`src/design/hrd_pkg.sv`:
```
package hrd_pkg;

  // payload widths
  localparam int IR_W      = 16;
  localparam int TIME_W    = 32;
  localparam int AC_W      = 18;
  localparam int BPM_W     = 16;
  localparam int SAMPLE_W  = 17;
  localparam int DC_W      = 31;
  localparam int FIR_ACC_W = 33;
  localparam int PROD_W    = 32;
  localparam int COEF_W    = 13;
  localparam int SWING_W   = 19;
  localparam int BEAT_W    = 4;

  localparam int IN_DATA_W  = 48;
  localparam int OUT_DATA_W = 40;

  // configuration port
  localparam int CFG_ADDR_W = 2;
  localparam int CFG_DATA_W = 18;
  localparam int MIN_SWING_W = 16;
  localparam int MAX_SWING_W = 18;

  localparam logic [CFG_ADDR_W-1:0] REG_MIN_SWING  = 2'd0;
  localparam logic [CFG_ADDR_W-1:0] REG_MAX_SWING  = 2'd1;
  localparam logic [CFG_ADDR_W-1:0] REG_BEATS_PER  = 2'd2;

  localparam logic [MIN_SWING_W-1:0] MIN_SWING_RST = 16'd20;
  localparam logic [MAX_SWING_W-1:0] MAX_SWING_RST = 18'd1000;
  localparam logic [BEAT_W-1:0]      BEATS_PER_RST = 4'd5;

  // delay line
  localparam int HRD_LINE_DEPTH = 32;
  localparam int TAP_IDX_W  = 4;
  localparam int TAP_BACK_W = 5;
  localparam logic [TAP_IDX_W-1:0]  CENTRE_TAP = 4'd11;
  localparam logic [TAP_BACK_W-1:0] LAST_BACK  = 5'd22;

  // rate division
  localparam int NUM_W     = 20;
  localparam int N_W       = 5;
  localparam int BPM_SCALE = 60000;
  localparam int STEP_W    = 5;

  typedef enum logic [2:0] {
    ST_IDLE,
    ST_DC,
    ST_FIR,
    ST_DIV,
    ST_OUT
  } state_t;

  typedef struct packed {
    logic                   done;
    logic signed [AC_W-1:0] ac;
  } fir_res_t;

  // half of the symmetric low-pass kernel, outer tap first
  function automatic logic [COEF_W-1:0] fir_coef(input logic [TAP_IDX_W-1:0] k);
    logic [COEF_W-1:0] c;
    case (k)
      4'd0:    c = 13'd172;
      4'd1:    c = 13'd321;
      4'd2:    c = 13'd579;
      4'd3:    c = 13'd927;
      4'd4:    c = 13'd1360;
      4'd5:    c = 13'd1858;
      4'd6:    c = 13'd2390;
      4'd7:    c = 13'd2916;
      4'd8:    c = 13'd3391;
      4'd9:    c = 13'd3768;
      4'd10:   c = 13'd4012;
      4'd11:   c = 13'd4096;
      default: c = '0;
    endcase
    return c;
  endfunction

endpackage

```
`src/design/hrd_line_mem.sv`:
```
module hrd_line_mem
  import hrd_pkg::*;
#(
  parameter int  DEPTH = HRD_LINE_DEPTH,
  localparam int AW    = $clog2(DEPTH)
) (
  input  logic                       clk,
  input  logic                       rst_n,
  input  logic                       wr_en,
  input  logic [AW-1:0]              wr_addr,
  input  logic signed [SAMPLE_W-1:0] wr_data,
  input  logic [AW-1:0]              rd_addr_a,
  input  logic [AW-1:0]              rd_addr_b,
  output logic signed [SAMPLE_W-1:0] rd_data_a,
  output logic signed [SAMPLE_W-1:0] rd_data_b
);

  logic signed [SAMPLE_W-1:0] mem [DEPTH];
  logic [DEPTH-1:0]           vld_r;
  logic signed [SAMPLE_W-1:0] q_a_r;
  logic signed [SAMPLE_W-1:0] q_b_r;
  logic                       vld_a_r;
  logic                       vld_b_r;

  always_ff @(posedge clk) begin
    if (wr_en) begin
      mem[wr_addr] <= wr_data;
    end
    q_a_r <= mem[rd_addr_a];
    q_b_r <= mem[rd_addr_b];
  end

  // an entry never written reads as zero
  always_ff @(posedge clk) begin
    if (!rst_n) begin
      vld_r   <= '0;
      vld_a_r <= 1'b0;
      vld_b_r <= 1'b0;
    end else begin
      if (wr_en) begin
        vld_r[wr_addr] <= 1'b1;
      end
      vld_a_r <= vld_r[rd_addr_a];
      vld_b_r <= vld_r[rd_addr_b];
    end
  end

  assign rd_data_a = vld_a_r ? q_a_r : '0;
  assign rd_data_b = vld_b_r ? q_b_r : '0;

endmodule

```
`src/design/hrd_fir.sv`:
```
module hrd_fir
  import hrd_pkg::*;
#(
  parameter int LINE_DEPTH = HRD_LINE_DEPTH
) (
  input  logic                       clk,
  input  logic                       rst_n,
  input  logic                       start,
  input  logic signed [SAMPLE_W-1:0] sample,
  output fir_res_t                   res
);

  localparam int AW = $clog2(LINE_DEPTH);
  localparam int SW = AW + 2;

  logic [AW-1:0]               wp_r;
  logic                        iss_r;
  logic [TAP_IDX_W-1:0]        k_r;
  logic                        rd_v_r;
  logic [TAP_IDX_W-1:0]        rd_k_r;
  logic                        prod_v_r;
  logic                        prod_last_r;
  logic signed [PROD_W-1:0]    prod_r;
  logic signed [FIR_ACC_W-1:0] acc_r;
  logic                        done_r;

  logic [AW-1:0]               addr_a;
  logic [AW-1:0]               addr_b;
  logic signed [SAMPLE_W-1:0]  rd_a;
  logic signed [SAMPLE_W-1:0]  rd_b;
  logic signed [AC_W-1:0]      pair;
  logic signed [COEF_W:0]      coef_s;
  logic signed [PROD_W-1:0]    prod_nxt;
  logic [AW-1:0]               wp_nxt;

  // address of the sample taken 'back' items ago
  function automatic logic [AW-1:0] tap_addr(input logic [AW-1:0] wp,
                                             input logic [TAP_BACK_W-1:0] back);
    logic [SW-1:0] s;
    s = {2'b00, wp} + SW'(LINE_DEPTH) - SW'(back);
    if (s >= SW'(LINE_DEPTH)) begin
      s = s - SW'(LINE_DEPTH);
    end
    return s[AW-1:0];
  endfunction

  assign addr_a = tap_addr(wp_r, TAP_BACK_W'(k_r));
  assign addr_b = tap_addr(wp_r, LAST_BACK - TAP_BACK_W'(k_r));
  assign wp_nxt = (wp_r == AW'(LINE_DEPTH - 1)) ? '0 : wp_r + 1'b1;

  hrd_line_mem #(
    .DEPTH (LINE_DEPTH)
  ) u_mem (
    .clk       (clk),
    .rst_n     (rst_n),
    .wr_en     (start),
    .wr_addr   (wp_r),
    .wr_data   (sample),
    .rd_addr_a (addr_a),
    .rd_addr_b (addr_b),
    .rd_data_a (rd_a),
    .rd_data_b (rd_b)
  );

  // the centre tap has no partner
  always_comb begin
    if (rd_k_r == CENTRE_TAP) begin
      pair = AC_W'(rd_a);
    end else begin
      pair = AC_W'(rd_a) + AC_W'(rd_b);
    end
    coef_s   = $signed({1'b0, fir_coef(rd_k_r)});
    prod_nxt = pair * coef_s;
  end

  always_ff @(posedge clk) begin
    if (!rst_n) begin
      wp_r        <= '0;
      iss_r       <= 1'b0;
      k_r         <= '0;
      rd_v_r      <= 1'b0;
      rd_k_r      <= '0;
      prod_v_r    <= 1'b0;
      prod_last_r <= 1'b0;
      acc_r       <= '0;
      done_r      <= 1'b0;
    end else begin
      rd_v_r      <= iss_r;
      rd_k_r      <= k_r;
      prod_v_r    <= rd_v_r;
      prod_last_r <= rd_v_r && (rd_k_r == CENTRE_TAP);
      done_r      <= prod_v_r && prod_last_r;
      if (start) begin
        iss_r <= 1'b1;
        k_r   <= '0;
        acc_r <= '0;
      end else if (iss_r) begin
        k_r <= k_r + 1'b1;
        if (k_r == CENTRE_TAP) begin
          iss_r <= 1'b0;
        end
      end
      if (prod_v_r) begin
        acc_r <= acc_r + FIR_ACC_W'(prod_r);
        if (prod_last_r) begin
          wp_r <= wp_nxt;
        end
      end
    end
  end

  always_ff @(posedge clk) begin
    prod_r <= prod_nxt;
  end

  assign res.done = done_r;
  assign res.ac   = acc_r[FIR_ACC_W-1:FIR_ACC_W-AC_W];

endmodule

```
`src/design/hrd_div.sv`:
```
module hrd_div
  import hrd_pkg::*;
(
  input  logic              clk,
  input  logic              rst_n,
  input  logic              start,
  input  logic [NUM_W-1:0]  num,
  input  logic [TIME_W-1:0] den,
  output logic              done,
  output logic [NUM_W-1:0]  quo
);

  logic [TIME_W-1:0] rem_r;
  logic [NUM_W-1:0]  quo_r;
  logic [TIME_W-1:0] den_r;
  logic [STEP_W-1:0] cnt_r;
  logic              busy_r;
  logic              done_r;
  logic [TIME_W:0]   trial;
  logic              fits;

  // one quotient bit a cycle, restoring
  assign trial = {rem_r, quo_r[NUM_W-1]};
  assign fits  = trial >= {1'b0, den_r};

  always_ff @(posedge clk) begin
    if (start) begin
      rem_r <= '0;
      quo_r <= num;
      den_r <= den;
    end else if (busy_r) begin
      rem_r <= fits ? TIME_W'(trial - {1'b0, den_r}) : trial[TIME_W-1:0];
      quo_r <= {quo_r[NUM_W-2:0], fits};
    end
  end

  always_ff @(posedge clk) begin
    if (!rst_n) begin
      busy_r <= 1'b0;
      cnt_r  <= '0;
      done_r <= 1'b0;
    end else begin
      done_r <= 1'b0;
      if (start) begin
        busy_r <= 1'b1;
        cnt_r  <= '0;
      end else if (busy_r) begin
        cnt_r <= cnt_r + 1'b1;
        if (cnt_r == STEP_W'(NUM_W - 1)) begin
          busy_r <= 1'b0;
          done_r <= 1'b1;
        end
      end
    end
  end

  assign done = done_r;
  assign quo  = quo_r;

endmodule

```
`src/design/ppg_heartbeat_rate_detector.sv`:
```
// PPG heart-rate detector.
// Input channel in_*: one IR sample and its millisecond timestamp per transfer.
// Result channel out_*: exactly one result per input transfer, in order: the
// filtered AC value, a beat flag, and a rate in beats per minute when the
// configured number of beats has been seen (bpm is 0 otherwise).
// cfg_*: write-only registers min_swing, max_swing and beats_per_result,
// written while no sample is in flight.
// One sample is worked on at a time, so a new sample is not taken until the
// result of the last one has been loaded into the result register. The
// processing time is set by the 12 paired reads of the delay-line memory
// feeding one shared multiply-accumulate, plus the 20-step serial divider
// when the sample completes a rate result.
// The result register lets the next sample enter while a result waits; if
// the receiver stalls longer, the next result holds until out_tready.
// Reset (synchronous, rst_n low) restores the register defaults, clears the
// DC estimate, the detector and the delay line (through per-entry valid bits,
// no clearing pass), and the block is ready as soon as reset is released.
module ppg_heartbeat_rate_detector
  import hrd_pkg::*;
#(
  parameter int LINE_DEPTH = HRD_LINE_DEPTH
) (
  input  logic                  clk,
  input  logic                  rst_n,
  input  logic                  in_tvalid,
  output logic                  in_tready,
  input  logic [IN_DATA_W-1:0]  in_tdata,   // ir_sample[15:0], time_ms[47:16]
  output logic                  out_tvalid,
  input  logic                  out_tready,
  output logic [OUT_DATA_W-1:0] out_tdata,  // filtered_ac[17:0], beat[18],
                                            // bpm_valid[19], bpm[35:20], zero
  input  logic                  cfg_wr_en,
  input  logic [CFG_ADDR_W-1:0] cfg_addr,
  input  logic [CFG_DATA_W-1:0] cfg_wdata
);

  state_t state_r, state_nxt;

  logic [MIN_SWING_W-1:0] min_swing_r;
  logic [MAX_SWING_W-1:0] max_swing_r;
  logic [BEAT_W-1:0]      beats_per_r;

  logic [IR_W-1:0]         x_r;
  logic [TIME_W-1:0]       t_r;
  logic [TIME_W-1:0]       ref_time_r;
  logic                    have_ref_r;
  logic [DC_W-1:0]         dc_accum_r;

  logic signed [AC_W-1:0]  prev_ac_r;
  logic signed [AC_W-1:0]  smax_r;
  logic signed [AC_W-1:0]  smin_r;
  logic                    rise_r;
  logic                    fall_r;
  logic [BEAT_W-1:0]       beat_total_r;

  logic signed [AC_W-1:0]  res_ac_r;
  logic                    res_beat_r;
  logic                    res_valid_r;
  logic [BPM_W-1:0]        res_bpm_r;

  logic                    out_tvalid_r;
  logic [OUT_DATA_W-1:0]   out_tdata_r;

  logic                    in_xfer;
  logic                    fir_start;
  logic                    div_start;
  logic                    out_load;

  logic signed [FIR_ACC_W-1:0] dc_diff;
  logic signed [FIR_ACC_W-1:0] dc_sum;
  logic [IR_W-1:0]             dc_val;
  logic signed [SAMPLE_W-1:0]  sample;
  fir_res_t                    fir_res;

  logic signed [AC_W-1:0]  cur;
  logic signed [SWING_W:0] swing;
  logic                    beat;
  logic                    fire;
  logic                    rise_n;
  logic                    fall_n;
  logic signed [AC_W-1:0]  smax_n;
  logic signed [AC_W-1:0]  smin_n;
  logic [BEAT_W-1:0]       bt_n;
  logic [N_W-1:0]          n_beats;
  logic [NUM_W-1:0]        div_num;
  logic [TIME_W-1:0]       elapsed;
  logic                    div_done;
  logic [NUM_W-1:0]        div_quo;

  assign in_tready = (state_r == ST_IDLE);
  assign in_xfer   = in_tvalid && in_tready;
  assign out_load  = (state_r == ST_OUT) && (!out_tvalid_r || out_tready);

  // ---------------------------------------------------------------- control
  always_ff @(posedge clk) begin
    if (!rst_n) begin
      state_r <= ST_IDLE;
    end else begin
      state_r <= state_nxt;
    end
  end

  always_comb begin
    state_nxt = state_r;
    fir_start = 1'b0;
    div_start = 1'b0;
    unique case (state_r)
      ST_IDLE: begin
        if (in_tvalid) begin
          state_nxt = ST_DC;
        end
      end
      ST_DC: begin
        fir_start = 1'b1;
        state_nxt = ST_FIR;
      end
      ST_FIR: begin
        if (fir_res.done) begin
          if (fire && (elapsed != '0)) begin
            div_start = 1'b1;
            state_nxt = ST_DIV;
          end else begin
            state_nxt = ST_OUT;
          end
        end
      end
      ST_DIV: begin
        if (div_done) begin
          state_nxt = ST_OUT;
        end
      end
      ST_OUT: begin
        if (out_load) begin
          state_nxt = ST_IDLE;
        end
      end
      default: state_nxt = ST_IDLE;
    endcase
  end

  // ---------------------------------------------------------- configuration
  always_ff @(posedge clk) begin
    if (!rst_n) begin
      min_swing_r <= MIN_SWING_RST;
      max_swing_r <= MAX_SWING_RST;
      beats_per_r <= BEATS_PER_RST;
    end else if (cfg_wr_en) begin
      case (cfg_addr)
        REG_MIN_SWING: min_swing_r <= cfg_wdata[MIN_SWING_W-1:0];
        REG_MAX_SWING: max_swing_r <= cfg_wdata[MAX_SWING_W-1:0];
        REG_BEATS_PER: beats_per_r <= cfg_wdata[BEAT_W-1:0];
        default: ;
      endcase
    end
  end

  // ------------------------------------------------------------ DC removal
  always_comb begin
    dc_diff = $signed({2'b00, x_r, 15'd0}) - $signed({2'b00, dc_accum_r});
    dc_sum  = $signed({2'b00, dc_accum_r}) + (dc_diff >>> 4);
    dc_val  = dc_sum[DC_W-1:DC_W-IR_W];
    sample  = $signed({1'b0, x_r}) - $signed({1'b0, dc_val});
  end

  hrd_fir #(
    .LINE_DEPTH (LINE_DEPTH)
  ) u_fir (
    .clk    (clk),
    .rst_n  (rst_n),
    .start  (fir_start),
    .sample (sample),
    .res    (fir_res)
  );

  // --------------------------------------------------------- beat detection
  always_comb begin
    cur    = fir_res.ac;
    rise_n = rise_r;
    fall_n = fall_r;
    smax_n = smax_r;
    smin_n = smin_r;
    beat   = 1'b0;
    swing  = (SWING_W + 1)'(smax_r) - (SWING_W + 1)'(smin_r);
    if (prev_ac_r < 0 && cur >= 0) begin
      rise_n = 1'b1;
      fall_n = 1'b0;
      smax_n = '0;
      beat   = (swing > $signed({4'd0, min_swing_r})) &&
               (swing < $signed({2'd0, max_swing_r}));
    end else if (prev_ac_r > 0 && cur <= 0) begin
      rise_n = 1'b0;
      fall_n = 1'b1;
      smin_n = '0;
    end
    if (rise_n && cur > prev_ac_r) begin
      smax_n = cur;
    end else if (fall_n && cur < prev_ac_r) begin
      smin_n = cur;
    end
    bt_n    = beat ? beat_total_r + 1'b1 : beat_total_r;
    fire    = beat && (bt_n == beats_per_r);
    n_beats = (beats_per_r == '0) ? N_W'(16) : {1'b0, beats_per_r};
    div_num = NUM_W'(BPM_SCALE * n_beats);
    elapsed = t_r - ref_time_r;
  end

  hrd_div u_div (
    .clk   (clk),
    .rst_n (rst_n),
    .start (div_start),
    .num   (div_num),
    .den   (elapsed),
    .done  (div_done),
    .quo   (div_quo)
  );

  always_ff @(posedge clk) begin
    if (in_xfer) begin
      x_r <= in_tdata[IR_W-1:0];
      t_r <= in_tdata[IR_W +: TIME_W];
      if (!have_ref_r) begin
        ref_time_r <= in_tdata[IR_W +: TIME_W];
      end
    end
    if ((state_r == ST_FIR) && fir_res.done) begin
      res_ac_r    <= cur;
      res_beat_r  <= beat;
      res_valid_r <= fire;
      res_bpm_r   <= fire ? '1 : '0;
    end else if ((state_r == ST_DIV) && div_done) begin
      res_bpm_r <= (|div_quo[NUM_W-1:BPM_W]) ? '1 : div_quo[BPM_W-1:0];
    end
    if (out_load) begin
      out_tdata_r <= {{(OUT_DATA_W - AC_W - 2 - BPM_W){1'b0}},
                      res_bpm_r, res_valid_r, res_beat_r, res_ac_r};
    end
  end

  always_ff @(posedge clk) begin
    if (!rst_n) begin
      have_ref_r   <= 1'b0;
      dc_accum_r   <= '0;
      prev_ac_r    <= '0;
      smax_r       <= '0;
      smin_r       <= '0;
      rise_r       <= 1'b0;
      fall_r       <= 1'b0;
      beat_total_r <= '0;
      out_tvalid_r <= 1'b0;
    end else begin
      if (in_xfer) begin
        have_ref_r <= 1'b1;
      end
      if (state_r == ST_DC) begin
        dc_accum_r <= dc_sum[DC_W-1:0];
      end
      if ((state_r == ST_FIR) && fir_res.done) begin
        if (fire) begin
          // restart the detector; filter state stays
          have_ref_r   <= 1'b0;
          prev_ac_r    <= '0;
          smax_r       <= '0;
          smin_r       <= '0;
          rise_r       <= 1'b0;
          fall_r       <= 1'b0;
          beat_total_r <= '0;
        end else begin
          prev_ac_r    <= cur;
          smax_r       <= smax_n;
          smin_r       <= smin_n;
          rise_r       <= rise_n;
          fall_r       <= fall_n;
          beat_total_r <= bt_n;
        end
      end
      if (out_load) begin
        out_tvalid_r <= 1'b1;
      end else if (out_tready) begin
        out_tvalid_r <= 1'b0;
      end
    end
  end

  assign out_tvalid = out_tvalid_r;
  assign out_tdata  = out_tdata_r;

  // ------------------------------------------------------------- assertions
  a_rate_needs_beat: assert property (@(posedge clk) disable iff (!rst_n)
    out_tvalid |-> (!out_tdata[AC_W+1] || out_tdata[AC_W]))
    else $error("rate result without a beat");

  a_fir_done_in_fir: assert property (@(posedge clk) disable iff (!rst_n)
    fir_res.done |-> (state_r == ST_FIR))
    else $error("filter finished outside its phase");

  a_div_done_in_div: assert property (@(posedge clk) disable iff (!rst_n)
    div_done |-> (state_r == ST_DIV))
    else $error("divider finished outside its phase");

  a_ref_after_xfer: assert property (@(posedge clk) disable iff (!rst_n)
    in_xfer |=> have_ref_r)
    else $error("reference time not held after an input transfer");

endmodule

```
`config.mk`:
```
export PLATFORM = sky130hd
export DESIGN_NAME = ppg_heartbeat_rate_detector
export DESIGN_NICKNAME = d
export VERILOG_FILES = /design/src/design/hrd_pkg.sv /design/src/design/hrd_line_mem.sv /design/src/design/hrd_fir.sv /design/src/design/hrd_div.sv /design/src/design/ppg_heartbeat_rate_detector.sv
export SDC_FILE = /design/constraint.sdc
export NUM_CORES = 2
export LEC_CHECK = 0
export BUFFER_PORTS_ARGS = -buffer_cell sky130_fd_sc_hd__buf_2
export CAP_MARGIN = 20
export CORE_AREA = 3 3 573 461
export CTS_CLUSTER_SIZE = 30
export DETAILED_ROUTE_END_ITERATION = 6
export DIE_AREA = 0 0 576 464
export PLACE_DENSITY = 0.41
export SKIP_LAST_GASP = 1
export SYNTH_ARGS = -nofsm -noshare
export SYNTH_HDL_FRONTEND = slang
export SYNTH_SLANG_ARGS = --single-unit
```
`constraint.sdc`:
```
create_clock -name clk -period 15.2 [get_ports clk]
set_input_delay 2.28 -clock clk [delete_from_list [all_inputs] [get_ports clk]]
set_output_delay 2.28 -clock clk [all_outputs]
set_load 0.02 [all_outputs]
```
==> impl_metrics.toml <==
[layout]
final_common_cell = "edfxtp_1"
drive_gt1_share_pct = 16.23
nets = 6086
fill_cells = 26750
layout_common_cells = "743 x edfxtp_1, 520 x inv_1, 417 x nand2_1"
syn2layout_area_growth_pct = 14.29

[floorplan]
ios = 115
die_w_um = 576
start_util_pct = 24.98
die-area_um2 = 267300
dieHeight_um = 464
row_count = 167
coreArea_um2 = 258700

[detailed_routing]
num_vias = 41250
dr.pass1.iters = 5
drtIter0Drc = 2657
routed_wl_um = 179000
post-route-drc-count = 0
ant_nets = 0
via_per_inst = 4.591
wl_per_cell_um = 19.92

[setup_path]
required_ns = 15.85
cp-end-kind = "register"
start_kind = "register"
path_buf_inv = 5
critPathMaxStageDelay_ns = 0.53
crit_type = "reg -> reg"
cp_max_fo = 17
cp_top_family = "adder cells"
critPathArrivalTime_ns = 9.93
crit_path_top_delay_cell = "fa_1"
cp_common_cell = "fa_1"

[timing]
max_slew_margin_pct = 24.43
fin_crit_ns = 9.277
setup_tns_ns = 0
skew_ns = 0.06666
setup_viol = 0
rsz0062_at_grt = "no"
final-hold-violation-count = 0
worstMarginPinSlew_ns = 1.105
max_freq_mhz = 107.8
drv_slew = 0
hold-worst-slack_ns = 0.3950
fin_crit_sh_pct = 61.03

[clock_network]
clockBufferDepth = 3
cts.sinks = 1085
h-tree-depth = 3
ctsResizeCount = 0
clockRootBuffer = "clkbuf_16"
clkTransAtPathRegs_ns = 0.06
cts_setup_buffers = 0
cts_tree = "built"
clk-insertion-delay-late_ns = 0.78
numCtsBuffers = 114
cts_hold_buf = 0

[logic_synthesis]
ys_ff_latch = 1085
netlist_instances = 5305
yosysTopAreaCell = "edfxtp_1"
async_flop_share_pct = 0
yosys_warnings = 0
yosysTopAreaCellShare_pct = 34.53
synth-edff-count = 743
syn_avg_cell_area_um2 = 12.18
synth_area_leaders = "edfxtp_1 35%, mux4_2 13%, dfxtp_1 11%, fa_1 7.3%, ha_1 7.0%"
synth_ff_type = "edfxtp_1"
synth_cell_types = 85
syn_area_um2 = 64610
yosysSeqAreaShare_pct = 45.13

[global_route]
grt_pass1_vias = 42110
grtUsageTotal_pct = 13.24
grt_overflow = 0
grt_max_degree = 119
grt_pass1_wl_um = 272000
antenna_found_initial = 12

[power_and_ir_drop]
p_per_area_nw_per_um2 = 137.7
leakage_nw = 27.95
ir_drop_v = 0.0001587

[placement]
port_buffers = 110
place_congestion = 0.7635
dp_hpwl_um = 122000

[run]
maxCapViolCount = 0

[hold_path]
min_path_type = "reg -> reg"

[outcome]
status = "completed"
-- stage by stage --
| stage | cells | worst slack [ns] | total power [W] | instance area (µm²) | utilization [%] |
|---|---|---|---|---|---|
| final | 8985 | 5.923 | 0.01017 | 73840 | 28.55 |
| after global routing | 8981 | 5.287 | 0.01075 | 73830 | 28.54 |
| after CTS | 8973 | 5.885 | 0.01030 | 73680 | 28.48 |
| after detailed placement | 8756 | 5.899 | 0.007281 | 69720 | 26.95 |
| after global placement | 8752 | 5.711 | 0.007256 | 69690 | 26.94 |
| after floorplan | 5308 | 6.824 | 0.006122 | 64620 | - |
-- power by group --
group	switching, W	internal, W	leakage (nW)
Clock	0.00130	0.00167	1.90
Combinational	0.00197	0.000988	16.7
Sequential	0.000107	0.00414	9.35
-- state kept, by name, indices dropped and copies added (netlist names), 17 cells and up --
register	count
u_div.quo	20
max_swing_r	18
u_fir.prod_r	32
u_fir.u_mem.mem	544
ref_time_r	32
u_fir.u_mem.q_b_r	17
u_fir.acc_r	33
res_ac_r	18
smin_r	18
u_fir.u_mem.q_a_r	17
u_div.den_r	32
u_fir.u_mem.vld_r	32
dc_accum_r	31
smax_r	18
out_tdata	36
u_div.rem_r	32
t_r	32
prev_ac_r	18
-- layer usage --
| layer | GRT usage, % | up-vias | share of wire (%) |
|---|---|---|---|
| met3 | 2.220 | 183 | 4.6 |
| met2 | 20.60 | 785 | 44 |
| met5 | 0.1435 | - | 0.024 |
| met1 | 19.31 | 20820 | 49 |
| met4 | 2.552 | 2 | 1.7 |
| li1 | - | 19460 | - |
-- worst paths after layout --
kind	startpoint	to	slack, ns	depth (start not counted)
worst max-delay path	u_fir.u_mem.vld_a_r	u_fir.prod_r[29]	5.92	39
worst min-delay path	res_ac_r[16]	out_tdata[16]	0.39	0
worst max register to register	u_fir.u_mem.vld_a_r	u_fir.prod_r[29]	5.92	39
worst min register to register	res_ac_r[16]	out_tdata[16]	0.39	0
-- cells by family (layout without fill, tap and decap cells) --
kind of cell             count (synthesis)  count (layout)  share of synthesized area, %
AND/OR/NAND/NOR                       1274            1274                         9.659
flip-flops                            1085            1085                         45.13
AO/OA/AOI/OAI                          901             901                         9.115
buffers and inverters                  751             959                         4.425
adder cells (fa/ha/maj)                598             598                         14.32
multiplexers                           458             458                         14.14
XOR/XNOR                               236             236                         3.199
other                                    2              10                       0.01162
-- cell usage after synthesis (all sizes together) (20+ instances only) --
cell / count
a211oi: 29
a21boi: 61
a21o: 101
a21oi: 260
a22o: 20
a31oi: 28
and2: 176
and3: 22
buf: 44
clkbuf: 184
dfxtp: 342
edfxtp: 743
fa: 236
ha: 362
inv: 522
mux2: 37
mux2i: 61
mux4: 360
nand2: 418
nand2b: 42
nand3: 61
nand4: 29
nor2: 258
nor2b: 105
nor3: 46
nor4: 26
o211ai: 24
o21a: 90
o21ai: 141
o21bai: 28
or3: 27
xnor2: 157
xor2: 79
-- layout make-up --
| cell class | instances | area [µm²] | share of cell area, % |
|---|---|---|---|
| Antenna cell | 5 | 12.51 | 0.01694 |
| Clock buffer | 137 | 3010 | 4.077 |
| Clock inverter | 80 | 947.2 | 1.283 |
| Inverter | 523 | 1963 | 2.659 |
| Multi-Input combinational cell | 3472 | 32930 | 44.59 |
| Sequential cell | 1085 | 29160 | 39.49 |
| Tap cell | 3464 | 4334 | 5.869 |
| Timing Repair Buffer | 219 | 1485 | 2.011 |
(Power assumes the default switching activity.)
